## config.mk

```make
export PLATFORM = sky130hd
export DESIGN_NAME = zvd_ctrl
export DESIGN_NICKNAME = d
export VERILOG_FILES = /design/src/design/zvd_pkg.sv /design/src/design/zvd_ctrl.sv
export SDC_FILE = /design/constraint.sdc
export NUM_CORES = 1
export LEC_CHECK = 0
export BUFFER_PORTS_ARGS = -buffer_cell sky130_fd_sc_hd__buf_2
export CAP_MARGIN = 20
export CORE_UTILIZATION = 40
export DETAILED_ROUTE_END_ITERATION = 8
export PLACE_DENSITY = 0.65
export SLEW_MARGIN = 0
export SYNTH_ARGS = -nofsm -noshare
export SYNTH_HDL_FRONTEND = slang
export SYNTH_SLANG_ARGS = --single-unit
export TNS_END_PERCENT = 20
```

## constraint.sdc

```tcl
create_clock -name aclk -period 5 [get_ports aclk]
set_clock_uncertainty 0.05 [all_clocks]
set_input_delay 0.5 -clock aclk [delete_from_list [all_inputs] [get_ports aclk]]
set_output_delay 0.5 -clock aclk [all_outputs]
set_load 0.005 [all_outputs]
```

## src/design/zvd_pkg.sv

```systemverilog
// Shared widths, register indexes and control/status types for the
// zero-velocity detector. No dependencies.
package zvd_pkg;

    localparam int SAMPLE_W   = 24;
    localparam int SUM_W      = 28;
    localparam int BSUM_W     = 56;
    localparam int MAG_W      = 24;
    localparam int CNT_W      = 16;
    localparam int BIAS_W     = 32;
    localparam int MAX_SUB    = 16;
    localparam int IDX_W      = 5;
    localparam int NN_W       = 5;
    localparam int WIN_W      = 16;
    localparam int SMW_W      = 11;
    localparam int THR_W      = 24;
    localparam int RATE_W     = 13;
    localparam int PROD_W     = SMW_W + MAG_W;
    localparam int DIV_W      = 70;
    localparam int DEN_W      = 28;
    localparam int STEP_W     = 7;
    localparam int RAD_W      = 58;
    localparam int ROOT_W     = 29;
    localparam int CFG_IDX_W  = 3;
    localparam int CFG_DATA_W = 24;
    localparam int S_DATA_W   = 72;
    localparam int M_DATA_W   = 168;

    // configuration register indexes
    localparam logic [CFG_IDX_W-1:0] REG_SPE    = 3'd0;
    localparam logic [CFG_IDX_W-1:0] REG_BWIN   = 3'd1;
    localparam logic [CFG_IDX_W-1:0] REG_SMOOTH = 3'd2;
    localparam logic [CFG_IDX_W-1:0] REG_THR    = 3'd3;
    localparam logic [CFG_IDX_W-1:0] REG_AUTO   = 3'd4;
    localparam logic [CFG_IDX_W-1:0] REG_RATE   = 3'd5;

    // operand selection of the shared divider
    typedef enum logic [1:0] {
        DIV_AVG  = 2'd0,
        DIV_BIAS = 2'd1,
        DIV_MEAN = 2'd2,
        DIV_DEV  = 2'd3
    } div_op_t;

    typedef struct packed {
        logic    accept;
        logic    div_start;
        div_op_t div_op;
        logic    sq_mul;
        logic    sq_add;
        logic    axis_clr;
        logic    axis_inc;
        logic    sqrt_start;
        logic    mag_load;
        logic    bias_gather;
        logic    bias_clear;
        logic    mul_start;
        logic    bias_store;
        logic    bias_done_set;
        logic    mean_seed;
        logic    mean_mul;
        logic    mean_load;
        logic    dev_seed;
        logic    dev_mul;
        logic    dev_load;
        logic    stat_update;
        logic    out_load;
    } zvd_cmd_t;

    typedef struct packed {
        logic ep_end;
        logic div_busy;
        logic sqrt_busy;
        logic mul_busy;
        logic axis_last;
        logic aligned;
        logic gather;
        logic bias_now;
        logic seen;
        logic dev_zero;
        logic out_free;
    } zvd_sts_t;

endpackage

```

## src/design/zvd_ctrl.sv

```systemverilog
// Controller: sequences the per-epoch computation over the shared divider,
// square root and bias multiplier. Depends on zvd_pkg.
module zvd_ctrl (
    input  logic               aclk,
    input  logic               aresetn,
    input  logic               s_tvalid,
    output logic               s_tready,
    input  zvd_pkg::zvd_sts_t  sts,
    output zvd_pkg::zvd_cmd_t  cmd
);
    import zvd_pkg::*;

    typedef enum logic [17:0] {
        ST_IDLE       = 18'h00001,
        ST_AVG_START  = 18'h00002,
        ST_AVG_WAIT   = 18'h00004,
        ST_SQ_ADD     = 18'h00008,
        ST_SQRT_START = 18'h00010,
        ST_SQRT_WAIT  = 18'h00020,
        ST_BIAS_SEL   = 18'h00040,
        ST_BMUL_START = 18'h00080,
        ST_BMUL_WAIT  = 18'h00100,
        ST_BDIV_WAIT  = 18'h00200,
        ST_MEAN_SEL   = 18'h00400,
        ST_MEAN_DIV   = 18'h00800,
        ST_MEAN_WAIT  = 18'h01000,
        ST_DEV_SEL    = 18'h02000,
        ST_DEV_DIV    = 18'h04000,
        ST_DEV_WAIT   = 18'h08000,
        ST_STAT       = 18'h10000,
        ST_OUT        = 18'h20000
    } state_t;

    state_t state_reg, state_next;

    always_comb begin
        state_next = state_reg;
        cmd        = '0;
        cmd.div_op = DIV_AVG;
        s_tready   = 1'b0;
        case (state_reg)
            ST_IDLE: begin
                s_tready   = 1'b1;
                cmd.accept = s_tvalid;
                if (s_tvalid && sts.ep_end) begin
                    cmd.axis_clr = 1'b1;
                    state_next   = ST_AVG_START;
                end
            end
            ST_AVG_START: begin
                cmd.div_start = 1'b1;
                state_next    = ST_AVG_WAIT;
            end
            ST_AVG_WAIT: begin
                if (!sts.div_busy) begin
                    cmd.sq_mul = 1'b1;
                    state_next = ST_SQ_ADD;
                end
            end
            ST_SQ_ADD: begin
                cmd.sq_add = 1'b1;
                if (sts.axis_last) begin
                    cmd.axis_clr = 1'b1;
                    state_next   = ST_SQRT_START;
                end else begin
                    cmd.axis_inc = 1'b1;
                    state_next   = ST_AVG_START;
                end
            end
            ST_SQRT_START: begin
                cmd.sqrt_start = 1'b1;
                state_next     = ST_SQRT_WAIT;
            end
            ST_SQRT_WAIT: begin
                if (!sts.sqrt_busy) begin
                    cmd.mag_load = 1'b1;
                    state_next   = ST_BIAS_SEL;
                end
            end
            // gather or clear bias sums; hold them once aligned
            ST_BIAS_SEL: begin
                state_next = ST_MEAN_SEL;
                if (!sts.aligned) begin
                    if (sts.gather) begin
                        cmd.bias_gather = 1'b1;
                        if (sts.bias_now)
                            state_next = ST_BMUL_START;
                    end else begin
                        cmd.bias_clear = 1'b1;
                    end
                end
            end
            ST_BMUL_START: begin
                cmd.mul_start = 1'b1;
                state_next    = ST_BMUL_WAIT;
            end
            ST_BMUL_WAIT: begin
                cmd.div_op = DIV_BIAS;
                if (!sts.mul_busy) begin
                    cmd.div_start = 1'b1;
                    state_next    = ST_BDIV_WAIT;
                end
            end
            ST_BDIV_WAIT: begin
                if (!sts.div_busy) begin
                    cmd.bias_store = 1'b1;
                    if (sts.axis_last) begin
                        cmd.bias_done_set = 1'b1;
                        state_next        = ST_MEAN_SEL;
                    end else begin
                        cmd.axis_inc = 1'b1;
                        state_next   = ST_BMUL_START;
                    end
                end
            end
            ST_MEAN_SEL: begin
                if (sts.seen) begin
                    cmd.mean_mul = 1'b1;
                    state_next   = ST_MEAN_DIV;
                end else begin
                    cmd.mean_seed = 1'b1;
                    state_next    = ST_STAT;
                end
            end
            ST_MEAN_DIV: begin
                cmd.div_op    = DIV_MEAN;
                cmd.div_start = 1'b1;
                state_next    = ST_MEAN_WAIT;
            end
            ST_MEAN_WAIT: begin
                if (!sts.div_busy) begin
                    cmd.mean_load = 1'b1;
                    state_next    = ST_DEV_SEL;
                end
            end
            ST_DEV_SEL: begin
                if (sts.dev_zero) begin
                    cmd.dev_seed = 1'b1;
                    state_next   = ST_STAT;
                end else begin
                    cmd.dev_mul = 1'b1;
                    state_next  = ST_DEV_DIV;
                end
            end
            ST_DEV_DIV: begin
                cmd.div_op    = DIV_DEV;
                cmd.div_start = 1'b1;
                state_next    = ST_DEV_WAIT;
            end
            ST_DEV_WAIT: begin
                if (!sts.div_busy) begin
                    cmd.dev_load = 1'b1;
                    state_next   = ST_STAT;
                end
            end
            ST_STAT: begin
                cmd.stat_update = 1'b1;
                state_next      = ST_OUT;
            end
            ST_OUT: begin
                if (sts.out_free) begin
                    cmd.out_load = 1'b1;
                    state_next   = ST_IDLE;
                end
            end
            default: begin
                state_next = ST_IDLE;
            end
        endcase
    end

    always_ff @(posedge aclk) begin
        if (!aresetn) begin
            state_reg <= ST_IDLE;
        end else begin
            state_reg <= state_next;
        end
    end

endmodule

```

==> summary.txt <==
Setup path
  • Worst EP arrival: about 2.8 ns
  • Critical path launch point type: flop
  • Nature of the critical path endpoint: output pin
  • Worst stage delay on the critical path: ~0.78 ns
  • Cells traversed along the worst timing path: or4_1 > nor4_1 > and3_1 > a32o_1 > buf_2
  • Type of the worst setup path: flop to output pin
  • WP data required: 4.45 ns
  • Crit path max fanout: 7
  • Slowest stage cell, crit path: sky130_fd_sc_hd__nor4_1

Placement
  • HPWL after detailed placement: roughly 2.7 mm
  • Port buffer count: 37
  • Weighted congestion at the end of routability-driven global placement: ~0.86

Logic synthesis
  • Dominant synthesized flop cell: sky130_fd_sc_hd__dfxtp_1
  • Portion of the post-synthesis area used by sequential elements: ~30%
  • Post-Syn Instances: 154
  • Share of synthesized registers carrying an async set or reset: 0%
  • Cell taking the most area after synthesis: sky130_fd_sc_hd__dfxtp_1
  • Area fraction of the dominant cell type after synthesis: between 20 and 30%
  • Mapped Nets: ~170
  • Avg Inst Size Synth: between 7 and 8 um2
  • Top cells by area in the synthesized netlist: sky130_fd_sc_hd__dfxtp_1, sky130_fd_sc_hd__nor2_1, sky130_fd_sc_hd__or4_1, sky130_fd_sc_hd__nor4_1, sky130_fd_sc_hd__nand3b_1
  • Synth unique cells: 43
  • Total standard cell area after synthesis: ~1200 um2
  • Number of flip-flops and latches in the synthesized netlist: 18
  • Number of synthesized flops with an enable pin: 0
  • Warning count from the yosys run: 0

Global routing
  • Via count of the first global-routing pass: around 1,200
  • Overall routing resource usage: 22.17%
  • Wire length of the first global-routing pass: 5.554 mm
  • Total congestion overflow after global routing: 0
  • Pin count of the biggest net entering global routing: 11
  • Number of antenna violations at the first check in global routing: 0

STA
  • FMAX: slightly above 0.3 GHz
  • Fraction of the cycle the final worst path needs: around 66%
  • Final setup TNS: 0 ns
  • Final count of negative-setup-slack endpoints: 0
  • Final hold vios: 0
  • Final Critical Period: between 3 and 4 ns
  • Min Hold Slack: around 0.33 ns
  • Unrepaired setup endpoints after global routing: false
  • Relative slew slack: 43.93%
  • Transition time at the pin with the least slew margin: between 0.8 and 0.9 ns
  • Max Slew Vio Count: 0

Clock network
  • Register clock-pin slew on the reported worst setup and hold paths: 0.12 ns
  • TritonCTS clock tree: done
  • Total number of clock tree sinks: 18
  • Bufs on Longest Clock Path: 2
  • Clock network latency to the later pin of the worst-skew pair: roughly 0.3 ns
  • Cells resized by post-CTS repair: 0
  • Number of clock buffers inserted by TritonCTS: 3
  • # hold bufs at CTS: 0
  • H-tree depth: 1
  • Post-CTS setup-driven buffer insertion count: 0
  • Root Driver: sky130_fd_sc_hd__clkbuf_4

Route
  • Antenna violation net count after detailed routing: 0
  • Routed len/inst: approximately 15 um
  • TritonRoute pass-1 iters: 6
  • Overall routed net length: about 3.4 mm
  • DRC violation count after routing: 6
  • Vias: approximately 1,300
  • Detailed router's first-iteration violation count: 55
  • Vias per Instance: between 5 and 6

Final layout
  • Flip-flop count of the largest register after layout: 18
  • Fill cell total of the finished layout: approximately 290
  • Nets@finish: approximately 210
  • Layout cell share with drive strength beyond 1: a little over a quarter
  • Area added between synthesis and finish: 19.23%
  • Antenna diode count: 0

Hold path
  • Class of the worst hold path: input port to flop

Job
  • MaxCap Viol Count: 0

Power and ir drop
  • Highest ir drop seen on vdd: 0.0001467 V
  • Power density over cell area: between 200 and 300 nW/um2
  • Leak: between 0.0006 and 0.0007 uW

Floorplan
  • Die Wd: ~57 um
  • Core Area: around 2800 um2
  • Chip Height: around 57 um
  • Die Footprint: between 3000 and 4000 um2
  • Total I/O pin count: 38
  • Initial cell density of the core: between 40% and 50%
  • Site row count: 19

Status
  • Violations in the final reports: design-rule violations
  • Outcome: finished, violations left
through the flow:
| stage | cell area, um2 | setup WS (ns) | std cells | power (uW) | util (%) |
|---|---|---|---|---|---|
| finish | 1435 | 1.698 | 221 | 395.7 | 51.16 |
| floorplan | 1204 | 2.322 | 154 | 262.2 | - |
| CTS | 1435 | 1.758 | 221 | 394.5 | 51.16 |
| detailed placement | 1399 | 2.100 | 217 | 299.2 | 49.87 |
| global route | 1435 | 1.573 | 221 | 414.1 | 51.16 |
| global placement | 1399 | 2.158 | 217 | 297.4 | 49.87 |
cells in the final DEF (no fill, tap or decap), drive strengths merged, types with 2 or more instances in the layout:
cell type  netlist  routed
or4              9       9
nand4            2       2
o21a             2       2
a21oi            2       2
a31oi            2       2
nor3             7       7
or2              4       4
nand4b           4       4
nand2b           2       2
nor2            21      21
inv              7       7
nor3b            2       2
clkbuf           3       4
buf              2      37
nand3            5       5
nand2           11      11
nor4            10      10
o21ai            8       8
dfxtp           18      18
a21boi           4       4
and3             3       3
and2             2       2
nand3b           6       6
nor2b            5       5
Yosys cell counts (all sizes together) (2+ instances only):
library cell  instances
o21ai                 8
a21oi                 2
and2                  2
nand4                 2
a31oi                 2
or4                   9
clkbuf                3
inv                   7
nand2b                2
dfxtp                18
nand3b                6
nor3b                 2
nor2b                 5
nor2                 21
nand4b                4
o21a                  2
nor3                  7
nand3                 5
nand2                11
or2                   4
a21boi                4
and3                  3
nor4                 10
buf                   2
area by class of cell:
type	instances	area, um2	area share (%)
sequential	18	360.3	25.11
inverter	7	26.28	1.831
multi-input combinational	124	788.3	54.93
tap	31	38.79	2.703
timing repair buffer	37	185.2	12.90
clock buffer	4	36.28	2.528
logic make-up (layout without fill, tap and decap cells):
family                 count (synthesis)  after routing  synth area share, %
XOR/XNOR                               2              2                1.456
AO/OA/AOI/OAI                         24             24                15.49
flip-flops                            18             18                29.94
AND/OR/NAND/NOR                       98             98                48.54
buffers and inverters                 12             48                4.574
worst paths after layout:
check | startpoint | to | slack, ns | cells after the start
worst max-delay path | state_reg[12] | cmd[16] | 1.70 | 5
worst min register to register | state_reg[15] | state_reg[15] | 0.48 | 2
worst max register to register | state_reg[12] | state_reg[4] | 2.15 | 6
worst min-delay path | sts[1] | state_reg[14] | 0.33 | 2
power breakdown:
| group | total (uW) | internal [uW] | switching [uW] |
|---|---|---|---|
| Combinational | 142 | 55.1 | 87.0 |
| Sequential | 158 | 149 | 8.77 |
| Clock | 95.4 | 44.4 | 51.0 |
| Total | 396 | 249 | 147 |
critical path: cells and delay by family, from the launching register on:
| kind | cells | cell delay [ns] |
|---|---|---|
| and+or+nand+nor | 3 | 1.79 |
| DFF | 1 | 0.36 |
| AOI/OAI and AO/OA | 1 | 0.18 |
| buffers and inverters | 1 | 0.11 |
layer usage:
metal | GRT usage, % | share of wire (%) | vias up
li1 | - | - | 640
met1 | 30.14 | 43 | 613
met2 | 34.52 | 46 | 62
met3 | 3.917 | 8.7 | 8
met4 | 9.059 | 2.4 | 0
met5 | 0 | 0 | -
Power figures use the tool's default switching activity.
